--- src/design/ide_pkg.sv ---
`default_nettype none

package ide_pkg;

   localparam int unsigned TEXT_LEN             = 19;
   localparam int unsigned POS_W                = 5;
   localparam int unsigned CHAR_W               = 8;
   localparam int unsigned YEAR_W               = 14;
   localparam int unsigned FIELD_W              = 7;
   localparam int unsigned EPOCH_W              = 31;
   localparam int unsigned STATUS_W             = 3;
   localparam int unsigned FAULT_W              = 2;
   localparam int unsigned FAULT_SEP            = 1;
   localparam int unsigned FAULT_DIGIT          = 0;
   localparam int unsigned FIRST_YEAR           = 1970;
   localparam int unsigned BASE_YEAR            = 1900;
   localparam int unsigned LAST_YEAR_OFFSET_DEF = 133;
   localparam int unsigned DAY_SECONDS          = 86400;
   localparam int unsigned HOUR_SECONDS         = 3600;
   localparam int unsigned MINUTE_SECONDS       = 60;
   localparam int unsigned HMS_W                = 17;
   localparam int unsigned QUEUE_DEPTH          = 2;

   localparam logic [POS_W-1:0] POS_DASH_A  = POS_W'(4);
   localparam logic [POS_W-1:0] POS_DASH_B  = POS_W'(7);
   localparam logic [POS_W-1:0] POS_T       = POS_W'(10);
   localparam logic [POS_W-1:0] POS_COLON_A = POS_W'(13);
   localparam logic [POS_W-1:0] POS_COLON_B = POS_W'(16);

   localparam logic [CHAR_W-1:0] CHAR_DASH  = 8'h2D;
   localparam logic [CHAR_W-1:0] CHAR_COLON = 8'h3A;
   localparam logic [CHAR_W-1:0] CHAR_T     = 8'h54;
   localparam logic [CHAR_W-1:0] CHAR_ZERO  = 8'h30;
   localparam logic [CHAR_W-1:0] CHAR_NINE  = 8'h39;

   typedef enum logic [STATUS_W-1:0] {
      ST_OK        = 3'd0,
      ST_SHORT     = 3'd1,
      ST_SEPARATOR = 3'd2,
      ST_DIGIT     = 3'd3,
      ST_RANGE     = 3'd4,
      ST_PAST_END  = 3'd5
   } status_type;

   typedef struct packed {
      logic                short_text;
      logic [FAULT_W-1:0]  fault;
      logic [YEAR_W-1:0]   year;
      logic [FIELD_W-1:0]  month;
      logic [FIELD_W-1:0]  day;
      logic [FIELD_W-1:0]  hour;
      logic [FIELD_W-1:0]  minute;
      logic [FIELD_W-1:0]  second;
   } record_type;

   function automatic logic [8:0] month_first_day(input logic [3:0] m);
      logic [8:0] d;
      case (m)
         4'd0:    d = 9'd0;
         4'd1:    d = 9'd31;
         4'd2:    d = 9'd59;
         4'd3:    d = 9'd90;
         4'd4:    d = 9'd120;
         4'd5:    d = 9'd151;
         4'd6:    d = 9'd181;
         4'd7:    d = 9'd212;
         4'd8:    d = 9'd243;
         4'd9:    d = 9'd273;
         4'd10:   d = 9'd304;
         4'd11:   d = 9'd334;
         default: d = 9'd0;
      endcase
      return d;
   endfunction

   function automatic logic [4:0] month_days(input logic [3:0] m);
      logic [4:0] d;
      case (m)
         4'd1:                    d = 5'd28;
         4'd3, 4'd5, 4'd8, 4'd10: d = 5'd30;
         default:                 d = 5'd31;
      endcase
      return d;
   endfunction

endpackage

`default_nettype wire

--- src/design/ide_req_if.sv ---
`default_nettype none

interface ide_req_if;
   import ide_pkg::*;

   logic              valid;
   logic              ready;
   logic [CHAR_W-1:0] character;
   logic              last;

   modport source (output valid, output character, output last, input ready);
   modport sink   (input valid, input character, input last, output ready);

endinterface

`default_nettype wire

--- src/design/ide_rsp_if.sv ---
`default_nettype none

interface ide_rsp_if;
   import ide_pkg::*;

   logic                valid;
   logic                ready;
   logic [EPOCH_W-1:0]  epoch_seconds;
   logic [STATUS_W-1:0] status;

   modport source (output valid, output epoch_seconds, output status, input ready);
   modport sink   (input valid, input epoch_seconds, input status, output ready);

endinterface

`default_nettype wire

--- src/design/iso_date_to_epoch_top.sv ---
// A result reaches rsp via the queue and the stage 1, stage 2 and output registers.
// Throughput: one character per cycle; one result per cycle when rsp is ready.
// req stalls only when the two-entry record queue is full.
// The back pipeline stalls as a whole while the output register holds an untaken result.
// Synchronous active-high reset clears accumulators, queue and valid flags; no clearing pass.
`default_nettype none

module iso_date_to_epoch_top #(
   parameter int unsigned LAST_YEAR_OFFSET = ide_pkg::LAST_YEAR_OFFSET_DEF
) (
   input  wire logic   clock,
   input  wire logic   reset,
   ide_req_if.sink     req_if,
   ide_rsp_if.source   rsp_if
);
   import ide_pkg::*;

   logic        push;
   record_type  push_rec;
   logic        queue_full;
   logic        head_vld;
   record_type  head_rec;
   logic        pop;

   ide_front u_front (
      .clock      (clock),
      .reset      (reset),
      .req_if     (req_if),
      .queue_full (queue_full),
      .push       (push),
      .push_rec   (push_rec)
   );

   ide_queue u_queue (
      .clock    (clock),
      .reset    (reset),
      .push     (push),
      .push_rec (push_rec),
      .full     (queue_full),
      .head_vld (head_vld),
      .head_rec (head_rec),
      .pop      (pop)
   );

   ide_back #(
      .LAST_YEAR_OFFSET (LAST_YEAR_OFFSET)
   ) u_back (
      .clock    (clock),
      .reset    (reset),
      .head_vld (head_vld),
      .head_rec (head_rec),
      .pop      (pop),
      .rsp_if   (rsp_if)
   );

endmodule

`default_nettype wire

--- src/design/ide_front.sv ---
`default_nettype none

module ide_front (
   input  wire logic               clock,
   input  wire logic               reset,
   ide_req_if.sink                 req_if,
   input  wire logic               queue_full,
   output logic                    push,
   output ide_pkg::record_type     push_rec
);
   import ide_pkg::*;

   logic [POS_W-1:0]   position_ff,  position_in,  position_t;
   logic [YEAR_W-1:0]  year_ff,      year_in,      year_t;
   logic [FIELD_W-1:0] month_ff,     month_in,     month_t;
   logic [FIELD_W-1:0] day_ff,       day_in,       day_t;
   logic [FIELD_W-1:0] hour_ff,      hour_in,      hour_t;
   logic [FIELD_W-1:0] minute_ff,    minute_in,    minute_t;
   logic [FIELD_W-1:0] second_ff,    second_in,    second_t;
   logic [FAULT_W-1:0] fault_ff,     fault_in,     fault_t;
   logic               accept;
   logic               is_digit;
   logic [3:0]         digit;

   function automatic logic [YEAR_W-1:0] push_digit(input logic [YEAR_W-1:0] acc,
                                                    input logic [3:0] d);
      logic [YEAR_W+3:0] sum;
      sum = {1'b0, acc, 3'b000} + {3'b000, acc, 1'b0} + {(YEAR_W)'(0), d};
      return sum[YEAR_W-1:0];
   endfunction

   assign req_if.ready = !queue_full;
   assign accept       = req_if.valid && req_if.ready;
   assign is_digit     = (req_if.character >= CHAR_ZERO) && (req_if.character <= CHAR_NINE);
   assign digit        = req_if.character[3:0];

   always_comb begin
      position_t = position_ff;
      year_t     = year_ff;
      month_t    = month_ff;
      day_t      = day_ff;
      hour_t     = hour_ff;
      minute_t   = minute_ff;
      second_t   = second_ff;
      fault_t    = fault_ff;
      if (position_ff < POS_W'(TEXT_LEN)) begin
         position_t = position_ff + POS_W'(1);
         case (position_ff) inside
            POS_DASH_A, POS_DASH_B: begin
               if (req_if.character != CHAR_DASH) fault_t[FAULT_SEP] = 1'b1;
            end
            POS_T: begin
               if (req_if.character != CHAR_T) fault_t[FAULT_SEP] = 1'b1;
            end
            POS_COLON_A, POS_COLON_B: begin
               if (req_if.character != CHAR_COLON) fault_t[FAULT_SEP] = 1'b1;
            end
            default: begin
               if (!is_digit) begin
                  fault_t[FAULT_DIGIT] = 1'b1;
               end else if (position_ff < POS_DASH_A) begin
                  year_t = push_digit(year_ff, digit);
               end else if (position_ff < POS_DASH_B) begin
                  month_t = FIELD_W'(push_digit(YEAR_W'(month_ff), digit));
               end else if (position_ff < POS_T) begin
                  day_t = FIELD_W'(push_digit(YEAR_W'(day_ff), digit));
               end else if (position_ff < POS_COLON_A) begin
                  hour_t = FIELD_W'(push_digit(YEAR_W'(hour_ff), digit));
               end else if (position_ff < POS_COLON_B) begin
                  minute_t = FIELD_W'(push_digit(YEAR_W'(minute_ff), digit));
               end else begin
                  second_t = FIELD_W'(push_digit(YEAR_W'(second_ff), digit));
               end
            end
         endcase
      end
   end

   // restart after the last beat of a string
   always_comb begin
      position_in = position_ff;
      year_in     = year_ff;
      month_in    = month_ff;
      day_in      = day_ff;
      hour_in     = hour_ff;
      minute_in   = minute_ff;
      second_in   = second_ff;
      fault_in    = fault_ff;
      if (accept) begin
         if (req_if.last) begin
            position_in = '0;
            year_in     = '0;
            month_in    = '0;
            day_in      = '0;
            hour_in     = '0;
            minute_in   = '0;
            second_in   = '0;
            fault_in    = '0;
         end else begin
            position_in = position_t;
            year_in     = year_t;
            month_in    = month_t;
            day_in      = day_t;
            hour_in     = hour_t;
            minute_in   = minute_t;
            second_in   = second_t;
            fault_in    = fault_t;
         end
      end
   end

   always_ff @(posedge clock) begin
      if (reset) begin
         position_ff <= '0;
         year_ff     <= '0;
         month_ff    <= '0;
         day_ff      <= '0;
         hour_ff     <= '0;
         minute_ff   <= '0;
         second_ff   <= '0;
         fault_ff    <= '0;
      end else begin
         position_ff <= position_in;
         year_ff     <= year_in;
         month_ff    <= month_in;
         day_ff      <= day_in;
         hour_ff     <= hour_in;
         minute_ff   <= minute_in;
         second_ff   <= second_in;
         fault_ff    <= fault_in;
      end
   end

   assign push                = accept && req_if.last;
   assign push_rec.short_text = position_t < POS_W'(TEXT_LEN);
   assign push_rec.fault      = fault_t;
   assign push_rec.year       = year_t;
   assign push_rec.month      = month_t;
   assign push_rec.day        = day_t;
   assign push_rec.hour       = hour_t;
   assign push_rec.minute     = minute_t;
   assign push_rec.second     = second_t;

endmodule

`default_nettype wire

--- src/design/ide_queue.sv ---
`default_nettype none

module ide_queue (
   input  wire logic                clock,
   input  wire logic                reset,
   input  wire logic                push,
   input  wire ide_pkg::record_type push_rec,
   output logic                     full,
   output logic                     head_vld,
   output ide_pkg::record_type      head_rec,
   input  wire logic                pop
);
   import ide_pkg::*;

   localparam int unsigned PTR_W = (QUEUE_DEPTH > 1) ? $clog2(QUEUE_DEPTH) : 1;
   localparam int unsigned CNT_W = $clog2(QUEUE_DEPTH + 1);

   record_type         entries_ff [QUEUE_DEPTH];
   logic [PTR_W-1:0]   wr_ptr_ff, wr_ptr_in;
   logic [PTR_W-1:0]   rd_ptr_ff, rd_ptr_in;
   logic [CNT_W-1:0]   count_ff,  count_in;
   logic               do_push, do_pop;

   function automatic logic [PTR_W-1:0] ptr_next(input logic [PTR_W-1:0] p);
      return (p == PTR_W'(QUEUE_DEPTH - 1)) ? '0 : p + PTR_W'(1);
   endfunction

   assign full     = count_ff == CNT_W'(QUEUE_DEPTH);
   assign head_vld = count_ff != '0;
   assign head_rec = entries_ff[rd_ptr_ff];
   assign do_push  = push && !full;
   assign do_pop   = pop && head_vld;

   always_comb begin
      wr_ptr_in = do_push ? ptr_next(wr_ptr_ff) : wr_ptr_ff;
      rd_ptr_in = do_pop  ? ptr_next(rd_ptr_ff) : rd_ptr_ff;
      count_in  = count_ff;
      if (do_push && !do_pop) count_in = count_ff + CNT_W'(1);
      if (do_pop && !do_push) count_in = count_ff - CNT_W'(1);
   end

   always_ff @(posedge clock) begin
      if (reset) begin
         wr_ptr_ff <= '0;
         rd_ptr_ff <= '0;
         count_ff  <= '0;
      end else begin
         wr_ptr_ff <= wr_ptr_in;
         rd_ptr_ff <= rd_ptr_in;
         count_ff  <= count_in;
      end
   end

   always_ff @(posedge clock) begin
      if (do_push) entries_ff[wr_ptr_ff] <= push_rec;
   end

endmodule

`default_nettype wire

--- src/design/ide_back.sv ---
`default_nettype none

module ide_back #(
   parameter int unsigned LAST_YEAR_OFFSET = ide_pkg::LAST_YEAR_OFFSET_DEF
) (
   input  wire logic                clock,
   input  wire logic                reset,
   input  wire logic                head_vld,
   input  wire ide_pkg::record_type head_rec,
   output logic                     pop,
   ide_rsp_if.source                rsp_if
);
   import ide_pkg::*;

   localparam int unsigned LAST_YEAR = BASE_YEAR + LAST_YEAR_OFFSET;
   localparam int unsigned YOFF_W    = $clog2(LAST_YEAR - FIRST_YEAR + 2);
   localparam int unsigned MAX_DAYS  = (LAST_YEAR - FIRST_YEAR + 1) * 366;
   localparam int unsigned DAYS_W    = $clog2(MAX_DAYS + 1);
   localparam int unsigned SECS_W    = DAYS_W + HMS_W + 1;

   logic                advance;
   logic                s1_vld_ff, s2_vld_ff, out_vld_ff;

   // stage 1: status by priority, day count up to month start, month length
   logic                range_bad;
   logic                leap_year;
   logic [3:0]          m_idx;
   logic [YOFF_W-1:0]   year_off;
   status_type          s1_status_in, s1_status_ff;
   logic [DAYS_W-1:0]   s1_days_in,   s1_days_ff;
   logic [4:0]          s1_dim_in,    s1_dim_ff;
   logic [4:0]          s1_day_ff;
   logic [4:0]          s1_hour_ff;
   logic [5:0]          s1_minute_ff;
   logic [5:0]          s1_second_ff;

   // stage 2: time of day, day total, month end check
   status_type          s2_status_in, s2_status_ff;
   logic [DAYS_W-1:0]   s2_total_in,  s2_total_ff;
   logic [HMS_W-1:0]    s2_hms_in,    s2_hms_ff;
   logic                past_end;

   // stage 3: epoch seconds
   logic [SECS_W-1:0]   secs_full;
   status_type          status_ff;
   logic [EPOCH_W-1:0]  epoch_in, epoch_ff;

   assign advance = !out_vld_ff || rsp_if.ready;
   assign pop     = head_vld && advance;

   always_comb begin
      range_bad = (head_rec.year < YEAR_W'(FIRST_YEAR)) || (head_rec.year > YEAR_W'(LAST_YEAR))
               || (head_rec.month < FIELD_W'(1)) || (head_rec.month > FIELD_W'(12))
               || (head_rec.day < FIELD_W'(1)) || (head_rec.day > FIELD_W'(31))
               || (head_rec.hour > FIELD_W'(23)) || (head_rec.minute > FIELD_W'(59))
               || (head_rec.second > FIELD_W'(60));
      if (head_rec.short_text)            s1_status_in = ST_SHORT;
      else if (head_rec.fault[FAULT_SEP]) s1_status_in = ST_SEPARATOR;
      else if (head_rec.fault[FAULT_DIGIT]) s1_status_in = ST_DIGIT;
      else if (range_bad)                 s1_status_in = ST_RANGE;
      else                                s1_status_in = ST_OK;

      m_idx     = head_rec.month[3:0] - 4'd1;
      leap_year = head_rec.year[1:0] == 2'b00;
      year_off  = YOFF_W'(head_rec.year - YEAR_W'(FIRST_YEAR));
      // leap days before the year: (year - 1969) / 4 counted from 1970
      s1_days_in = DAYS_W'(DAYS_W'(year_off) * DAYS_W'(365))
                 + DAYS_W'((year_off + YOFF_W'(1)) >> 2)
                 + DAYS_W'(month_first_day(m_idx))
                 + DAYS_W'(leap_year && (m_idx >= 4'd2));
      s1_dim_in  = month_days(m_idx) + 5'(leap_year && (m_idx == 4'd1));
   end

   always_comb begin
      s2_hms_in = HMS_W'(HMS_W'(s1_hour_ff) * HMS_W'(HOUR_SECONDS))
                + HMS_W'(HMS_W'(s1_minute_ff) * HMS_W'(MINUTE_SECONDS))
                + HMS_W'(s1_second_ff);
      s2_total_in = s1_days_ff + DAYS_W'(s1_day_ff) - DAYS_W'(1);
      past_end = (s1_day_ff > s1_dim_ff)
              || ((s1_day_ff == s1_dim_ff) && (s2_hms_in == HMS_W'(DAY_SECONDS)));
      s2_status_in = ((s1_status_ff == ST_OK) && past_end) ? ST_PAST_END : s1_status_ff;
   end

   always_comb begin
      secs_full = SECS_W'(SECS_W'(s2_total_ff) * SECS_W'(DAY_SECONDS)) + SECS_W'(s2_hms_ff);
      epoch_in  = (s2_status_ff == ST_OK) ? EPOCH_W'(secs_full) : '0;
   end

   always_ff @(posedge clock) begin
      if (reset) begin
         s1_vld_ff  <= 1'b0;
         s2_vld_ff  <= 1'b0;
         out_vld_ff <= 1'b0;
      end else if (advance) begin
         s1_vld_ff  <= head_vld;
         s2_vld_ff  <= s1_vld_ff;
         out_vld_ff <= s2_vld_ff;
      end
   end

   always_ff @(posedge clock) begin
      if (advance) begin
         s1_status_ff <= s1_status_in;
         s1_days_ff   <= s1_days_in;
         s1_dim_ff    <= s1_dim_in;
         s1_day_ff    <= head_rec.day[4:0];
         s1_hour_ff   <= head_rec.hour[4:0];
         s1_minute_ff <= head_rec.minute[5:0];
         s1_second_ff <= head_rec.second[5:0];
         s2_status_ff <= s2_status_in;
         s2_total_ff  <= s2_total_in;
         s2_hms_ff    <= s2_hms_in;
         status_ff    <= s2_status_ff;
         epoch_ff     <= epoch_in;
      end
   end

   assign rsp_if.valid         = out_vld_ff;
   assign rsp_if.epoch_seconds = epoch_ff;
   assign rsp_if.status        = status_ff;

`ifndef SYNTHESIS
   a_error_zero: assert property (@(posedge clock) disable iff (reset)
      (rsp_if.valid && (status_ff != ST_OK)) |-> (epoch_ff == '0))
      else $error("nonzero epoch with error status");

   a_status_code: assert property (@(posedge clock) disable iff (reset)
      rsp_if.valid |-> (rsp_if.status <= STATUS_W'(ST_PAST_END)))
      else $error("status code out of range");

   a_head_load: assert property (@(posedge clock) disable iff (reset)
      (head_vld && advance) |=> s1_vld_ff)
      else $error("popped record lost at stage 1");

   a_stall_hold: assert property (@(posedge clock) disable iff (reset)
      (s2_vld_ff && !advance) |=> (s2_vld_ff && $stable(s2_total_ff)))
      else $error("stage 2 moved during stall");
`endif

endmodule

`default_nettype wire

--- src/flat_wrapper.sv ---
// flat-port wrapper written by rule: the top's interface ports become plain ports
module iso_date_to_epoch_top_flat import ide_pkg::*;
#(
   parameter int unsigned LAST_YEAR_OFFSET = ide_pkg::LAST_YEAR_OFFSET_DEF
)
  (clock, reset, req_if_valid, req_if_character, req_if_last, req_if_ready, rsp_if_valid, rsp_if_epoch_seconds, rsp_if_status, rsp_if_ready);
  ide_req_if req_if_i ();
  ide_rsp_if rsp_if_i ();
  input  wire logic clock;
  input  wire logic reset;
  input wire logic [$bits(req_if_i.valid)-1:0] req_if_valid;
  input wire logic [$bits(req_if_i.character)-1:0] req_if_character;
  input wire logic [$bits(req_if_i.last)-1:0] req_if_last;
  output wire logic [$bits(req_if_i.ready)-1:0] req_if_ready;
  output wire logic [$bits(rsp_if_i.valid)-1:0] rsp_if_valid;
  output wire logic [$bits(rsp_if_i.epoch_seconds)-1:0] rsp_if_epoch_seconds;
  output wire logic [$bits(rsp_if_i.status)-1:0] rsp_if_status;
  input wire logic [$bits(rsp_if_i.ready)-1:0] rsp_if_ready;
  assign req_if_i.valid = req_if_valid;
  assign req_if_i.character = req_if_character;
  assign req_if_i.last = req_if_last;
  assign req_if_ready = req_if_i.ready;
  assign rsp_if_valid = rsp_if_i.valid;
  assign rsp_if_epoch_seconds = rsp_if_i.epoch_seconds;
  assign rsp_if_status = rsp_if_i.status;
  assign rsp_if_i.ready = rsp_if_ready;
  iso_date_to_epoch_top #(.LAST_YEAR_OFFSET(LAST_YEAR_OFFSET)) u_core (.clock(clock), .reset(reset), .req_if(req_if_i), .rsp_if(rsp_if_i));
endmodule
--- config.mk ---
export PLATFORM = sky130hd
export DESIGN_NAME = iso_date_to_epoch_top_flat
export DESIGN_NICKNAME = d
export VERILOG_FILES = /design/src/design/ide_pkg.sv /design/src/design/ide_req_if.sv /design/src/design/ide_rsp_if.sv /design/src/design/iso_date_to_epoch_top.sv /design/src/design/ide_front.sv /design/src/design/ide_queue.sv /design/src/design/ide_back.sv /design/src/flat_wrapper.sv
export SDC_FILE = /design/constraint.sdc
export NUM_CORES = 1
export LEC_CHECK = 0
export BUFFER_PORTS_ARGS = -buffer_cell sky130_fd_sc_hd__buf_2
export CAP_MARGIN = 20
export CORE_MARGIN = 3
export CORE_UTILIZATION = 30
export CTS_BUF_LIST = sky130_fd_sc_hd__clkbuf_16
export CTS_CLUSTER_DIAMETER = 200
export CTS_CLUSTER_SIZE = 12
export DETAILED_ROUTE_END_ITERATION = 6
export GPL_TIMING_DRIVEN = 0
export PLACE_DENSITY_LB_ADDON = 0.12
export SLEW_MARGIN = 20
export SYNTH_ARGS = -nofsm -noshare
export SYNTH_HDL_FRONTEND = slang
export SYNTH_HIERARCHICAL = 1
export SYNTH_SLANG_ARGS = --single-unit
--- constraint.sdc ---
create_clock -name clock -period 8.42 [get_ports clock]
set_input_delay 1.263 -clock clock [delete_from_list [all_inputs] [get_ports clock]]
set_output_delay 1.263 -clock clock [all_outputs]
set_load 0.03 [all_outputs]
---- Word level (Yosys, flattened, before mapping) ----
Memory sizes are Yosys's and may differ from the RTL's. A register that Yosys moved wholly into a read port is not among the register bits.
Cells that the tools add are included.
operators by class
  $add $sub $neg .......................... 29
  multiply operators ...................... 4
  magnitude comparators ................... 20
  equal/unequal tests ..................... 16
  muxes and demuxes ....................... 82
  reductions and logical operators ........ 35
operators with widths
  cell                                                           count
  two-way mux 7 bit                                              49
  two-way mux 14 bit                                             7
  adder 7 x 4 -> 7 bit                                           5
  adder 7 bit                                                    5
  adder 31 x 17 -> 31 bit                                        1
  multiplier 15 x 10 -> 24 bit (second input constant)           1
  adder 17 x 12 -> 17 bit                                        1
  adder 17 x 6 -> 17 bit                                         1
  equality test 17 bit (second input constant)                   1
  two-way mux 1 bit                                              16
  inequality test 8 x 6 -> 1 bit (second input constant)         2
  adder 15 x 1 -> 15 bit                                         1
  adder 15 x 5 -> 15 bit                                         1
  adder 15 x 6 -> 15 bit                                         1
  adder 15 x 9 -> 15 bit                                         1
  less-than comparator 5 bit (second input constant)             3
  multiplier 7 x 9 -> 15 bit (second input constant)             1
  subtractor 15 x 1 -> 15 bit (second input constant)            1
  adder 14 bit                                                   1
  adder 14 x 4 -> 14 bit                                         1
  > comparator 14 x 11 -> 1 bit (second input constant)          1
  > comparator 7 x 5 -> 1 bit (second input constant)            2
  > comparator 7 x 6 -> 1 bit (second input constant)            2
  less-than comparator 14 x 11 -> 1 bit (second input constant)  1
  other kinds (41)                                               80
word-level totals
  bits in registers ....................... 177
  bits in writable memories ............... 104
  memory bits (read-only) ................. 144
  bits of input ports ..................... 13
  output and inout bits ................... 36
  memories ................................ 2
memories
  memory                     words  bits a word  read ports  clocked after Yosys merged registers in  write ports  RTL line         RTL
  (name not given)           16     9            1           0                                        0            ide_pkg.sv:58    case (m)
  u_core.u_queue.entries_ff  2      52           1           1                                        1            ide_queue.sv:18  record_type entries_ff [QUEUE_DEPTH];

---- Logic depth before layout (Yosys ltp) ----
Gate-level depths: netlist of run 1.
  depth after elaboration ................. 13
  depth in mapped cells ................... 30
  depth with buffers taken out ............ 28

---- Modules after synthesis ----
Netlist of run 1, hierarchy kept.
modules (own cells, without submodules)
  module     times used  cells an instance  area an instance (µm²)
  ide_back   1           1176               11872.6
  ide_front  1           577                4907.2
  ide_queue  1           188                3965.1

---- Worst setup path before layout of run 1 ----
Ideal clock, no wire load.
  kind .................................... flip-flop to flip-flop
  from .................................... register with a tool-made name
  to ...................................... register u_core.u_back.s1_days_ff[14] (data pin)
  setup time .............................. 260 ps
  data arrival time ....................... 5692 ps
  required time ........................... 8160 ps
  setup slack ............................. 2467 ps
  stages on the path, launching flop included .. 26
  clock period less this slack ............ 5953 ps
  cell sequence ........................... dfxtp_1 -> buf_2 -> buf_2 -> mux2_2 -> inv_1 -> ha_1 -> inv_1 -> o21ai_0 -> xnor2_1 -> ha_1 -> inv_1 -> nor2_1 -> fa_1 -> inv_1 -> fa_1 -> fa_1 -> fa_1 -> inv_1 -> ha_1 -> o21ai_0 -> a21boi_0 -> o21ai_0 -> a21boi_0 -> o2111ai_1 -> a31oi_1 -> xnor2_1
RTL lines
  what                    RTL line         RTL
  end signal: assignment  ide_back.sv:104  s1_days_ff <= s1_days_in;
  end: declaration        ide_back.sv:30   logic [DAYS_W-1:0] s1_days_in, s1_days_ff;

==> impl_metrics.csv, run 1 <==
group,metric,value,unit
finish,multi_input_area,0.01169,sq mm
placement,portBuffers,47,
floorplanning,start_util,30.57,%
outcome,status,"finished clean",
synth,synth_fa_ha_area_share,25.03,%
clock_tree,clk_pin_slew,0.07,ns
clock_tree,cts_hold_buf,0,
timing,tightestPinTransition,0.8826,ns
finish,postLayoutCellArea,0.02298,sq mm
finish,nets,2398,
synth,netlist_area,0.02074,sq mm
flow_run,max_cap_violations,0,
grt,grt_overflow,0,
finish,n_antenna_cell,0,
synth,synthMuxAreaShare,4.469,%
floorplanning,dieWidth,269.0,um
timing,setup_viol,0,
timing,fin_setup_tns,0,ns
synth,ys_seq_area_share,37.44,%
timing,hold_violations,0,
synth,synth_area_per_cell,10.69,sq um
clock_tree,h-tree-depth,1,
synth,async_flop_share,0,%
timing,rsz0062_at_grt,"no",
timing,max_freq,144.4,MHz
route,drt_first_pass_iters,5,
setup_path,reg2reg_slack,1.49,ns
floorplanning,core,0.06787,sq mm
floorplanning,rows,95,
placement,pre_cts_ws,1.426,ns
grt,grt_max_degree,49,
timing,period_needed,6.926,ns
clock_tree,clk_latency,0.57,ns
floorplanning,die-area,0.07234,sq mm
finish,fillers,6830,
setup_path,endpoint_kind,"register",
timing,min_period_over_period,82.26,%
synth,ys_types,87,
clock_tree,cts_buffers,27,
worst_hold_path,hp-class,"register to register",
finish,drive_above_1_share,10.78,%
floorplanning,ios,49,
setup_path,worst-path-max-fanout,10,
route,routed_wl,44760,um
clock_tree,post_cts.repair.setup_buffers,0,
synth,yosys_register_bits,280,
route,viasPerCell,4.599,
grt,grt_pass1_wl,73950,um
placement,dp_hpwl,35480,um
floorplanning,dieHeight,269.0,um
clock_tree,cts_tree,"built",
synth,syn-num-nets,2318,
timing,slew_headroom,40.71,%
route,drc_errors,0,
synth,synth_flop_cell,"edfxtp_1",
synth,synth.yosys.warnings,6,
grt,antenna_found_initial,0,
clock_tree,cts.sinks,280,
clock_tree,clockRootBuffer,"clkbuf_16",
route,antenna_left,0,
placement,routabilityCongestion,0.8344,
synth,synth_compound_area_share,11.61,%
synth,synth-edff-count,216,
setup_path,cp_data_required_time,8.74,ns
synth,synth_top_family_by_area,"adder cells",
timing,drv_slew,0,
route,routedWlPerCell,15.16,um
finish,ff_latch_area,0.007767,sq mm
synth,synth_xor_area_share,5.235,%
grt,grt_use_total,12.65,%
finish,synthToLayoutAreaGrowth,10.80,%
setup_path,start_kind,"register",
timing,skew,0.01516,ns
setup_path,path_class,"register to register",
clock_tree,ctsResizeCount,0,
clock_tree,clk_path_buf_depth,3,
grt,grt_pass1_vias,13970,
route,vias,13580,
synth,synthCells,1941,
timing,fin_ws,1.494,ns
setup_path,worst_ep_arrival_time,7.24,ns
placement,place_area,0.02224,sq mm
route,drt_iter0_markers,506,
synth,synth_simple_gate_area_share,9.946,%
metal layers:
metal | global-route usage, % | wire (um)
met2 | 22.58 | 21660
met3 | 1.579 | 1042
met5 | 0 | 0
met4 | 2.609 | 835
met1 | 16.43 | 21220
critical path, stage by stage (launching register included):
cell	delay [ns]
dfxtp_1	0.31
buf_2	0.23
buf_2	0.34
mux2_2	0.44
inv_1	0.19
ha_1	0.30
inv_1	0.13
o21ai_0	0.22
xnor2_1	0.30
ha_1	0.32
inv_1	0.07
nor2_1	0.17
fa_1	0.44
inv_1	0.08
fa_1	0.43
fa_1	0.47
fa_1	0.54
inv_1	0.04
ha_1	0.31
o21ai_0	0.12
a21boi_0	0.25
o21ai_0	0.14
a21boi_0	0.35
o2111ai_1	0.19
a31oi_1	0.20
xnor2_1	0.09
sequential cells by signal, summed over array words and instances (netlist names), 2 cells and up, named ones only:
name	flops
u_core/u_back/s1_minute_ff	6
u_core/u_front/month_ff	7
u_core/u_back/s2_hms_ff	17
u_core/u_front/fault_ff	2
u_core/u_front/hour_ff	7
u_core/u_front/year_ff	14
u_core/u_back/s1_dim_ff	3
u_core/u_front/day_ff	7
u_core/u_back/s2_status_ff	3
u_core/u_back/s1_hour_ff	5
u_core/u_back/s1_status_ff	3
u_core/u_back/s1_second_ff	6
u_core/u_front/position_ff	5
u_core/u_back/rsp_if.epoch_seconds	31
u_core/u_back/s1_days_ff	15
u_core/u_queue/count_ff	2
u_core/u_back/s1_day_ff	5
u_core/u_back/s2_total_ff	15
u_core/u_front/second_ff	7
u_core/u_back/rsp_if.status	3
u_core/u_queue/entries_ff	104
u_core/u_front/minute_ff	7
cells in the final DEF, fill, tap and decap left out, types with 64 or more instances in the layout:
| cell | Yosys | final |
|---|---|---|
| xnor2_1 | 93 | 93 |
| inv_1 | 290 | 300 |
| o21ai_0 | 83 | 83 |
| a21oi_1 | 88 | 88 |
| edfxtp_1 | 216 | 216 |
| mux2_2 | 77 | 77 |
| nor2_1 | 99 | 99 |
| ha_1 | 279 | 279 |
| nand2_1 | 89 | 89 |
| buf_2 | 19 | 66 |
| dfxtp_1 | 64 | 64 |
| fa_1 | 85 | 85 |
cell families after synthesis:
group	count (synthesis)
AO/OA/AOI/OAI	363
XOR/XNOR	124
adder cells (fa/ha/maj)	364
buffers and inverters	337
flip-flops	280
multiplexers	83
other	1
AND/OR/NAND/NOR	389
layout make-up:
class                           instances  share of cell area (%)
Multi-Input combinational cell       1324                   50.84
Sequential cell                       280                   33.79
Tap cell                              921                   5.014
Inverter                              292                   4.780
Clock buffer                           27                   2.940
Timing Repair Buffer                   51                   1.437
Buffer                                 45                  0.8873
Clock inverter                         13                  0.3048
metrics by stage:
stage          cells  util, %  hold WS, ns
4_1_cts         2953    33.86       0.4403
3_5_place_dp    2913    32.77       0.4466
3_3_place_gp    2909    32.61       0.4346
6_report        2953    33.86       0.4500
2_1_floorplan   1941        -       0.4177
5_1_grt         2953    33.86       0.4672
cell usage after synthesis, drive strengths merged (12+ instances only):
library cell / instances / area [sq um]
a21o: 36 / 270.3
a21oi: 90 / 457.9
a31oi: 14 / 87.58
and2: 17 / 106.4
buf: 21 / 110.1
clkbuf: 24 / 90.09
dfxtp: 64 / 1281
edfxtp: 216 / 6486
fa: 85 / 1702
ha: 279 / 3491
inv: 292 / 1096
mux2: 77 / 867.1
nand2: 89 / 334.1
nand2b: 21 / 133.9
nand3: 16 / 80.08
nand4: 14 / 87.58
nor2: 100 / 377.9
nor2b: 15 / 93.84
nor3: 41 / 230.2
o21a: 17 / 135.1
o21ai: 93 / 476.7
or3: 12 / 85.08
xnor2: 93 / 814.5
xor2: 31 / 271.5
path summary, 6_finish.rpt:
| path | startpoint | to | cells after the start |
|---|---|---|---|
| max reg2reg | register | u_core/u_back/s1_days_ff[14] | 25 |
| min | u_core/u_back/s2_vld_ff | u_core/u_back/rsp_if.valid | 2 |
| min reg2reg | u_core/u_back/s2_vld_ff | u_core/u_back/rsp_if.valid | 2 |
| max | register | u_core/u_back/s1_days_ff[14] | 25 |
Power of run 1 is left out: the tool's default activity adds up to more than one toggle a clock period on the data nets, which glitch-free logic cannot reach.
==> inputs of run 2 (changes only) <==
==> constraint.sdc (replaced) <==
create_clock -name clock -period 6.2 [get_ports clock]
set_input_delay 0.93 -clock clock [delete_from_list [all_inputs] [get_ports clock]]
set_output_delay 0.93 -clock clock [all_outputs]
set_load 0.03 [all_outputs]
==> run 2 against run 1 <==
Net effect:
- clock skew is essentially flat
- first-iteration DRC count increased by 0.40%
- highest routed layer unchanged
- via count grew 0.13%
- sequential share of layout area fell by 0.40 points
- hold slack about the same
- routed wire length increased by 0.25%
- core utilization up 0.40 points
==> impl_metrics.csv, run 2 (same netlist as run 1, synthesis figures left out) <==
group,metric,value,unit
route,drt_iter0_markers,508,
finish,drive_above_1_share,12.28,%
floorplanning,start_util,30.57,%
setup_path,r2r_end,"u_core/u_back/s1_days_ff[14]",
setup_path,reg2reg_depth,25,
finish,final_common_cell,"inv_1",
finish,nets,2402,
timing,period_needed,5.859,ns
clock_tree,h-tree-depth,1,
route,routedWlPerCell,15.17,um
grt,grt_pass1_vias,14000,
route,drc_errors,0,
timing,setup_viol,0,
finish,fin_cells,2957,
outcome,status,"finished clean",
worst_hold_path,hp-class,"register to register",
placement,routabilityCongestion,0.8344,
grt,grt_use_total,12.66,%
setup_path,crit_top_cell,"inv_1",
clock_tree,clk_path_buf_depth,3,
clock_tree,clk_pin_slew,0.07,ns
setup_path,path_class,"register to register",
route,vias,13600,
clock_tree,cts_tree,"built",
flow_run,max_cap_violations,0,
grt,grt_overflow,0,
clock_tree,cts_buffers,27,
grt,grt_max_degree,49,
floorplanning,die-area,0.07234,sq mm
timing,min_period_over_period,94.50,%
worst_hold_path,min_to,"u_core/u_back/rsp_if.valid",
setup_path,crit_slowest_cell,"fa_1",
setup_path,reg2reg_slack,0.34,ns
setup_path,cp_data_required_time,6.52,ns
finish,postLayoutCellArea,0.02326,sq mm
worst_hold_path,min_from,"u_core/u_back/s2_vld_ff",
route,antenna_left,0,
placement,dp_hpwl,35480,um
finish,regMostFlops,"u_core/u_queue/entries_ff",
worst_hold_path,hold_depth,2,
grt,grt_pass1_wl,74040,um
setup_path,worst_ep_arrival_time,6.18,ns
setup_path,start_kind,"register",
setup_path,worst-path-max-fanout,10,
setup_path,crit_buf_inv,7,
clock_tree,clockRootBuffer,"clkbuf_16",
placement,place_area,0.02224,sq mm
route,viasPerCell,4.599,
timing,hold_violations,0,
floorplanning,dieWidth,269.0,um
finish,n_antenna_cell,0,
setup_path,endpoint_kind,"register",
clock_tree,cts_hold_buf,0,
timing,skew,0.01469,ns
route,drt_first_pass_iters,5,
setup_path,cp_top_family,"adder cells",
floorplanning,ios,49,
setup_path,cp_slowest_stage_delay,0.54,ns
clock_tree,cts.sinks,280,
clock_tree,clk_latency,0.58,ns
placement,portBuffers,47,
floorplanning,dieHeight,269.0,um
grt,antenna_found_initial,0,
floorplanning,core,0.06787,sq mm
timing,tightestPinTransition,0.9005,ns
timing,max_freq,170.7,MHz
finish,final_cell_mix,"295 x inv_1, 274 x ha_1, 216 x edfxtp_1, 96 x nor2_1, 90 x xnor2_1",
floorplanning,rows,95,
finish,largest_register_ffs,104,
finish,fin_util,34.27,%
timing,drv_slew,0,
route,routed_wl,44870,um
finish,synthToLayoutAreaGrowth,12.11,%
timing,slew_headroom,39.50,%
placement,place_inst,2913,
[run 2: cell types whose count changed in the layout (fill, tap and decap cells not counted), sizes merged]
cell	previous run	this run
buf	72	77
clkbuf	51	50
[run 2: stage by stage]
stage               setup slack, ns  setup TNS, ns  hold slack (ns)
floorplan                    0.2473              0           0.4177
global placement             -1.081         -34.55           0.4346
global route              -0.001378      -0.001378           0.4672
detailed placement          -0.7942         -3.841           0.4466
CTS                         0.01419              0           0.4403
finish                       0.3412              0           0.4498
[run 2: tightest hold or removal path, stage by stage (launching register included)]
cell and delay, ns:
dfxtp_1 0.31, inv_1 0.05, a21oi_1 0.05
[run 2: worst max path at each step]
stage | to | cells past startpoint | from
floorplan | u_core/u_back/s1_days_ff[14] | 25 | register
global placement | u_core/u_queue/count_ff[1] | 8 | rsp_if_ready
detailed placement | u_core/u_back/s1_days_ff[14] | 25 | register
CTS | u_core/u_back/s1_days_ff[13] | 26 | register
global route | u_core/u_back/s1_days_ff[10] | 27 | register
finish | u_core/u_back/s1_days_ff[14] | 25 | register
[run 2: area by class of cell]
| cell class | count | area, sq um |
|---|---|---|
| tap | 921 | 1152 |
| multi-input combinational | 1324 | 11890 |
| clock buffer | 27 | 675.6 |
| fill | 6810 | 44610 |
| sequential | 280 | 7767 |
| clock inverter | 13 | 70.07 |
| inverter | 292 | 1101 |
| timing repair buffer | 55 | 360.3 |
| buffer | 45 | 240.2 |
[run 2: routing by layer]
metal	vias up	global-route usage (%)	wire, um	share of wire (%)
met1	6437	16.44	21260	47
met4	0	2.609	835	1.9
met2	114	22.60	21800	49
met3	40	1.579	978	2.2
li1	7008	-	-	-
met5	-	0	0	0
[run 2: timing repair]
action,in CTS,in global routing
pin swaps,2,7
cloned,0,0
gates resized for setup,23,37
endpoints found under the setup margin,7,7
setup buffers,2,2
Power of run 2 is left out for the same reason.
